File: src/rtl/core/tbdu_pkg.sv
// ----------------------------------------------------------------------------
// tbdu_pkg
// Shared types and constants for the terminal byte to code point decoder.
// ----------------------------------------------------------------------------
package tbdu_pkg;

   localparam int unsigned CODE_W      = 16;
   localparam int unsigned BYTE_W      = 8;
   localparam int unsigned TBL_IDX_W   = 7;
   localparam int unsigned TBL_DEPTH   = 1 << TBL_IDX_W;
   localparam int unsigned CSR_IDX_W   = 1;

   localparam logic [CSR_IDX_W-1:0] CSR_CODEPAGE_MODE = 1'd0;
   localparam logic [CSR_IDX_W-1:0] CSR_INVALID_CODE  = 1'd1;

   localparam logic CMD_DECODE      = 1'b0;
   localparam logic CMD_TABLE_WRITE = 1'b1;

   localparam logic [CODE_W-1:0] INVALID_CODE_RESET = 16'hFFFD;

   typedef struct packed {
      logic              emit;
      logic              malformed;
      logic [CODE_W-1:0] code;
   } utf8_res_type;

endpackage

File: src/rtl/core/tbdu_ram.sv
// ----------------------------------------------------------------------------
// tbdu_ram
// Generic single write port, single read port RAM with registered read.
// ----------------------------------------------------------------------------
module tbdu_ram #(
   parameter int unsigned WIDTH = 16,
   parameter int unsigned DEPTH = 128
) (
   input  logic                     clock,
   input  logic                     wr_en,
   input  logic [$clog2(DEPTH)-1:0] wr_addr,
   input  logic [WIDTH-1:0]         wr_data,
   input  logic                     rd_en,
   input  logic [$clog2(DEPTH)-1:0] rd_addr,
   output logic [WIDTH-1:0]         rd_data
);

   logic [WIDTH-1:0] mem_ff [DEPTH];
   logic [WIDTH-1:0] rd_data_ff;

   always_ff @(posedge clock) begin
      if (wr_en) begin
         mem_ff[wr_addr] <= wr_data;
      end
      if (rd_en) begin
         rd_data_ff <= mem_ff[rd_addr];
      end
   end

   assign rd_data = rd_data_ff;

endmodule

File: src/rtl/core/tbdu_utf8.sv
// ----------------------------------------------------------------------------
// tbdu_utf8
// UTF-8 sequence assembler: phase state, partial code and result decode.
// ----------------------------------------------------------------------------
module tbdu_utf8
   import tbdu_pkg::*;
(
   input  logic               clock,
   input  logic               reset,
   input  logic               step,
   input  logic               clear,
   input  logic [BYTE_W-1:0]  byte_in,
   input  logic [CODE_W-1:0]  invalid_code,
   output utf8_res_type       res
);

   typedef enum logic [1:0] {
      PH_IDLE       = 2'd0,
      PH_TWO_LAST   = 2'd1,
      PH_THREE_MID  = 2'd2,
      PH_THREE_LAST = 2'd3
   } phase_type;

   phase_type         phase_ff, phase_in;
   logic [CODE_W-1:0] partial_ff, partial_in;
   logic              cont;
   logic              err;

   always_comb begin
      cont       = (byte_in[7:6] == 2'b10);
      err        = 1'b0;
      phase_in   = phase_ff;
      partial_in = partial_ff;
      res        = '{emit: 1'b0, malformed: 1'b0, code: '0};
      case (phase_ff)
         PH_IDLE: begin
            if (!byte_in[7]) begin
               res.emit = 1'b1;
               res.code = {8'd0, byte_in};
            end else if (byte_in[7:5] == 3'b110) begin
               partial_in = {5'd0, byte_in[4:0], 6'd0};
               phase_in   = PH_TWO_LAST;
            end else if (byte_in[7:4] == 4'b1110) begin
               partial_in = {byte_in[3:0], 12'd0};
               phase_in   = PH_THREE_MID;
            end else begin
               err = 1'b1;
            end
         end
         PH_TWO_LAST, PH_THREE_LAST: begin
            if (cont) begin
               res.emit   = 1'b1;
               res.code   = partial_ff | {10'd0, byte_in[5:0]};
               phase_in   = PH_IDLE;
               partial_in = '0;
            end else begin
               err = 1'b1;
            end
         end
         PH_THREE_MID: begin
            if (cont) begin
               partial_in = partial_ff | {4'd0, byte_in[5:0], 6'd0};
               phase_in   = PH_THREE_LAST;
            end else begin
               err = 1'b1;
            end
         end
         default: begin
            err = 1'b1;
         end
      endcase
      if (err) begin
         res.emit      = 1'b1;
         res.malformed = 1'b1;
         res.code      = invalid_code;
         phase_in      = PH_IDLE;
         partial_in    = '0;
      end
   end

   always_ff @(posedge clock) begin
      if (reset || clear) begin
         phase_ff   <= PH_IDLE;
         partial_ff <= '0;
      end else if (step) begin
         phase_ff   <= phase_in;
         partial_ff <= partial_in;
      end
   end

endmodule

File: src/rtl/core/terminal_byte_to_unicode_decoder_unit.sv
// ----------------------------------------------------------------------------
// terminal_byte_to_unicode_decoder_unit
// Decodes a terminal byte stream into 16-bit code points.
//
// Words enter on the req_ channel: a decode word carries one byte, a table
// word loads one entry of the 128-entry codepage table. Decoded code points
// leave on the rsp_ channel with a malformed flag; lead bytes and table
// writes give no output word. Registers are written on the csr_ channel,
// which is always ready; the user must write them only while the unit is
// idle, which the unit does not enforce. Index 0 selects codepage mode (and
// returns the UTF-8 assembler to idle), index 1 sets the code sent for
// malformed UTF-8. Throughput is one word per cycle while rsp_ is not
// stalled. A result passes the read stage (table RAM read), then the output
// register. A word is still accepted while a result waits in the output
// register; req_stall rises only once the read stage is also full. Reset
// restores the UTF-8 state and the registers and clears the table valid bits
// at once, so unwritten entries read as zero with no clearing pass.
// ----------------------------------------------------------------------------
module terminal_byte_to_unicode_decoder_unit
   import tbdu_pkg::*;
(
   input  logic                 clock,
   input  logic                 reset,

   input  logic                 req_valid,
   output logic                 req_stall,
   input  logic                 req_cmd,
   input  logic [BYTE_W-1:0]    req_byte_in,
   input  logic [TBL_IDX_W-1:0] req_table_index,
   input  logic [CODE_W-1:0]    req_table_value,

   output logic                 rsp_valid,
   input  logic                 rsp_stall,
   output logic [CODE_W-1:0]    rsp_code_point,
   output logic                 rsp_malformed,

   input  logic                 csr_valid,
   output logic                 csr_ready,
   input  logic [CSR_IDX_W-1:0] csr_index,
   input  logic [CODE_W-1:0]    csr_wdata
);

   logic              codepage_mode_ff;
   logic [CODE_W-1:0] invalid_code_ff;
   logic              csr_wr;

   logic [TBL_DEPTH-1:0] tbl_valid_ff;

   logic              accept;
   logic              acc_write;
   logic              acc_decode;
   logic              cp_upper;
   logic              utf8_step;
   utf8_res_type      utf8_res;
   logic [CODE_W-1:0] ram_rd_data;

   logic              s1_valid_ff, s1_valid_in;
   logic              s1_use_ram_ff;
   logic              s1_entry_ok_ff;
   logic [CODE_W-1:0] s1_code_ff;
   logic              s1_malformed_ff;
   logic [CODE_W-1:0] s1_result;
   logic              s1_move;
   logic              out_free;

   logic              rsp_valid_ff;
   logic [CODE_W-1:0] rsp_code_ff;
   logic              rsp_malformed_ff;

   // configuration
   assign csr_ready = 1'b1;
   assign csr_wr    = csr_valid && csr_ready;

   always_ff @(posedge clock) begin
      if (reset) begin
         codepage_mode_ff <= 1'b0;
         invalid_code_ff  <= INVALID_CODE_RESET;
      end else if (csr_wr) begin
         if (csr_index == CSR_CODEPAGE_MODE) begin
            codepage_mode_ff <= csr_wdata[0];
         end
         if (csr_index == CSR_INVALID_CODE) begin
            invalid_code_ff <= csr_wdata;
         end
      end
   end

   // input handshake
   assign out_free   = !rsp_valid_ff || !rsp_stall;
   assign s1_move    = s1_valid_ff && out_free;
   assign req_stall  = s1_valid_ff && !out_free;
   assign accept     = req_valid && !req_stall;
   assign acc_write  = accept && (req_cmd == CMD_TABLE_WRITE);
   assign acc_decode = accept && (req_cmd == CMD_DECODE);
   assign cp_upper   = codepage_mode_ff && req_byte_in[7];
   assign utf8_step  = acc_decode && !codepage_mode_ff;

   tbdu_utf8 u_utf8 (
      .clock        (clock),
      .reset        (reset),
      .step         (utf8_step),
      .clear        (csr_wr && (csr_index == CSR_CODEPAGE_MODE)),
      .byte_in      (req_byte_in),
      .invalid_code (invalid_code_ff),
      .res          (utf8_res)
   );

   tbdu_ram #(
      .WIDTH (CODE_W),
      .DEPTH (TBL_DEPTH)
   ) u_table (
      .clock   (clock),
      .wr_en   (acc_write),
      .wr_addr (req_table_index),
      .wr_data (req_table_value),
      .rd_en   (acc_decode && cp_upper),
      .rd_addr (req_byte_in[TBL_IDX_W-1:0]),
      .rd_data (ram_rd_data)
   );

   always_ff @(posedge clock) begin
      if (reset) begin
         tbl_valid_ff <= '0;
      end else if (acc_write) begin
         tbl_valid_ff[req_table_index] <= 1'b1;
      end
   end

   // read stage
   always_comb begin
      s1_valid_in = s1_valid_ff && !s1_move;
      if (acc_decode) begin
         s1_valid_in = codepage_mode_ff || utf8_res.emit;
      end
   end

   always_ff @(posedge clock) begin
      if (reset) begin
         s1_valid_ff <= 1'b0;
      end else begin
         s1_valid_ff <= s1_valid_in;
      end
      if (acc_decode) begin
         s1_use_ram_ff   <= cp_upper;
         s1_entry_ok_ff  <= tbl_valid_ff[req_byte_in[TBL_IDX_W-1:0]];
         s1_code_ff      <= codepage_mode_ff ? {8'd0, req_byte_in} : utf8_res.code;
         s1_malformed_ff <= !codepage_mode_ff && utf8_res.malformed;
      end
   end

   assign s1_result = s1_use_ram_ff ? (s1_entry_ok_ff ? ram_rd_data : '0) : s1_code_ff;

   // output register
   always_ff @(posedge clock) begin
      if (reset) begin
         rsp_valid_ff <= 1'b0;
      end else if (out_free) begin
         rsp_valid_ff <= s1_valid_ff;
      end
      if (s1_move) begin
         rsp_code_ff      <= s1_result;
         rsp_malformed_ff <= s1_malformed_ff;
      end
   end

   assign rsp_valid      = rsp_valid_ff;
   assign rsp_code_point = rsp_code_ff;
   assign rsp_malformed  = rsp_malformed_ff;

endmodule
File: config.mk
export PLATFORM = sky130hd
export DESIGN_NAME = terminal_byte_to_unicode_decoder_unit
export DESIGN_NICKNAME = d
export VERILOG_FILES = /design/src/rtl/core/tbdu_pkg.sv /design/src/rtl/core/tbdu_ram.sv /design/src/rtl/core/tbdu_utf8.sv /design/src/rtl/core/terminal_byte_to_unicode_decoder_unit.sv
export SDC_FILE = /design/constraint.sdc
export NUM_CORES = 2
export LEC_CHECK = 0
export BUFFER_PORTS_ARGS = -buffer_cell sky130_fd_sc_hd__buf_2
export CAP_MARGIN = 20
export CORE_AREA = 3 3 496 449
export CTS_BUF_LIST = sky130_fd_sc_hd__clkbuf_16
export DETAILED_ROUTE_END_ITERATION = 12
export DIE_AREA = 0 0 499 452
export GPL_TIMING_DRIVEN = 0
export PLACE_DENSITY_LB_ADDON = 0.12
export SKIP_CTS_REPAIR_TIMING = 1
export SLEW_MARGIN = 0
export SYNTH_ARGS = -nofsm -noshare
export SYNTH_HDL_FRONTEND = slang
export SYNTH_HIERARCHICAL = 1
export SYNTH_SLANG_ARGS = --single-unit
File: constraint.sdc
create_clock -name clock -period 3.8 [get_ports clock]
set_input_delay 0.19 -clock clock [delete_from_list [all_inputs] [get_ports clock]]
set_output_delay 0.19 -clock clock [all_outputs]
set_load 0.01 [all_outputs]
==> metrics.yaml <==
logic_synthesis:
  yosysWarnings: 6
  synth_edf_count: 2100
  yosysSeqAreaShare: 0.762
  ys_seq_elements: 2259
  syn_avg_cell_area_um2: 22.2
  async_flop_share: 0
  synth.distinct_cells: 52
  synth.net_count: 3974
  synth_ff_type: "edfxtp_1"
  synth_cells: 3920
  netlist_area_mm2: 0.0869
layout:
  drive_gt1_frac: 0.327
  final_util: 0.468
  fin_nets: 4508
  area_growth_pct: 17.6
critical_path:
  r2r-end: "u_table/mem_ff[33][8]$_DFFE_PP_"
  reg2reg_slack_ns: 0.07
  endpoint_kind: "flip-flop"
  worstPathRequired_ns: 4.39
  worstSetupPathType: "in -> reg"
  crit_arrival_ns: 4.41
  worstPathMaxFanout: 10
  r2r_cells: 7
  cp-start-kind: "primary input"
  r2r-start: "rsp_valid$_SDFFE_PP0P_"
clock_tree:
  cts_tree: "yes"
  cts_buffers: 226
  cts_htree_levels: 4
  clkSinkCount: 2259
  clock_path_buffers: 3
  cts_root_buffer: "clkbuf_16"
  insertion_delay_ns: 0.84
  cts.clk_slew.worst_paths_ns: 0.06
hold_path:
  hold_class: "in -> reg"
  hold-path-cell-count: 1
  holdPathEnd: "u_table/mem_ff[106][2]$_DFFE_PP_"
  hp-start: "req_table_value[2]"
route:
  drtPass1Iterations: 7
  routed_wl_mm: 240
  drt-wirelength-per-cell_um: 31.9
  antenna_left: 0
  drtIter0Drc: 5068
  drc_errors: 0
  vias_per_cell: 5.68
  vias: 42791
die:
  rows: 163
  die_area_mm2: 0.226
  fp.dieH_um: 452
  initial_core_util: 0.398
  pin_count: 74
  coreArea_mm2: 0.218
  fp.dieW_um: 499
pwr:
  p_leak_nw: 32.3
  ir_drop_v: 0.000358
  pwr_density_cell_mw_per_mm2: 509
global_routing:
  grt_pass1_wl_mm: 336
  grt_pass1_vias: 42239
  grt_max_degree: 93
  grtUsageTotal: 0.212
  antenna_found_initial: 29
  grt.overflow.total: 0
outcome:
  failed_checks: "negative setup slack"
  run_status: "finished with violations"
timing:
  setup_ws_ns: -0.0245
  worst_pin_slew_ns: 1.12
  setup_viol: 3
  hold_violations: 0
  drv_slew: 0
  setup_tns_ns: -0.0288
  fin_skew_ns: 0.0385
  period_needed_ns: 3.82
  relSlewSlack: 0.257
  max_freq_mhz: 261
  finalCritPeriodShare: 1.01
placement:
  portBuffers: 72
  dp_hpwl_mm: 163
  gp_congestion: 0.838
job:
  max_cap_violations: 0
[Yosys cell counts (3+ instances only)]
master / instances / area share
buf_6: 9 / 0.0012
inv_2: 3 / 0.00013
and2_1: 4 / 0.00029
nor3_1: 19 / 0.0011
nor2b_1: 26 / 0.0019
o21ai_0: 21 / 0.0012
a22oi_1: 7 / 0.00060
edfxtp_1: 2100 / 0.73
buf_2: 64 / 0.0037
buf_1: 28 / 0.0012
a22o_1: 16 / 0.0016
o211ai_1: 5 / 0.00043
nand2b_1: 8 / 0.00058
mux2_2: 24 / 0.0031
inv_1: 21 / 0.00091
and3_1: 16 / 0.0012
nand4_1: 5 / 0.00036
mux4_2: 688 / 0.18
mux2i_1: 17 / 0.0020
clkbuf_1: 110 / 0.0048
a211o_1: 15 / 0.0015
nand3_1: 23 / 0.0013
mux4_1: 12 / 0.0036
buf_4: 3 / 0.00026
a31oi_1: 5 / 0.00036
nor2_2: 4 / 0.00029
dfxtp_1: 159 / 0.037
nand2_1: 56 / 0.0024
a21oi_1: 147 / 0.0085
o21ai_1: 5 / 0.00029
nor2_1: 271 / 0.012
or2_1: 3 / 0.00022
[stage by stage]
stage	power (W)	std cells	area [um2]	setup WS [ns]	hold slack [ns]
6_report	0.0521	7531	102000	-0.0245	0.0361
5_1_grt	0.0538	7527	102000	-0.00168	0.0328
4_1_cts	0.0526	7459	101000	-0.236	-0.488
3_5_place_dp	0.0308	7045	94200	-1.11	0.434
3_3_place_gp	0.0307	6879	90900	-1.98	0.428
2_1_floorplan	0.0292	3920	86900	0.939	0.289
[flip-flops by register name (all words and copies together) (netlist names), 2 cells and up]
register,flops
u_table/mem_ff,2048
tbl_valid_ff,128
invalid_code_ff,16
rsp_code_point,16
s1_code_ff,16
u_table/rd_data,16
u_utf8/partial_ff,10
u_utf8/phase_ff,2
[power by group]
group / switching [W] / internal [W] / leakage, nW
combinational: 0.00188 / 0.00112 / 8.38
clock: 0.00945 / 0.0124 / 3.72
sequential: 0.0000298 / 0.0272 / 20.2
total: 0.0114 / 0.0407 / 32.3
[cell type report]
class                   instances  area [um2]
repair buffers                307        3970
clock inverters               182        1440
clock buffers                 232        5810
inverters                      24        90.1
flip-flops and latches       2259       66200
well taps                    2887        3610
fillers                     17971      116000
plain buffers                 216        1040
diodes                          4        10.0
multi-input cells            1420       20000
[per-layer routing]
layer / track usage / vias up / wire length, um
met5: 0 / - / 0
met4: 0.0431 / 0 / 4470
met3: 0.0371 / 260 / 16300
met2: 0.325 / 1510 / 112000
met1: 0.321 / 23451 / 108000
li1: - / 17570 / -
[worst max path at each step]
stage | from | to | slack [ns] | cells past startpoint
4_1_cts | rsp_valid$_SDFFE_PP0P_ | u_table/mem_ff[32][8]$_DFFE_PP_ | -0.24 | 9
6_report | req_byte_in[2] | u_table/rd_data[5]$_DFFE_PP_ | -0.02 | 8
5_1_grt | rsp_valid$_SDFFE_PP0P_ | u_table/mem_ff[33][8]$_DFFE_PP_ | -0.002 | 7
2_1_floorplan | rsp_valid$_SDFFE_PP0P_ | u_table/mem_ff[98][0]$_DFFE_PP_ | 0.94 | 6
3_5_place_dp | req_byte_in[2] | u_table/rd_data[6]$_DFFE_PP_ | -1.11 | 8
3_3_place_gp | req_byte_in[2] | u_table/rd_data[11]$_DFFE_PP_ | -1.98 | 8
[layout by cell type, fill, tap and decap left out, types with 26 or more instances in the layout]
cell type      instances
clkinv_2              34
nor2_1               151
clkinv_1              50
edfxtp_1            2100
buf_16                36
dlygate4sd3_1         65
mux4_2               688
clkbuf_1              87
clkbuf_16            232
buf_6                 32
nor2_2               108
buf_2                124
nor2b_1               26
nand2_1               56
a21oi_1              147
dfxtp_1              159
buf_8                112
inv_1                 72
[worst max-delay path, stage by stage]
cell	delay, ns
buf_2	0.21
clkbuf_1	0.55
buf_2	0.63
clkdlybuf4s15_1	0.78
mux4_2	0.41
mux4_2	0.61
mux4_2	0.64
mux2_2	0.35
[cell families after synthesis]
family / synth area share
flops: 0.762
compound gates: 0.0156
buf+inv: 0.0126
other cells: 0.0000431
simple gates: 0.0227
mux: 0.187
No activity file was read; power rests on OpenSTA's default activity.
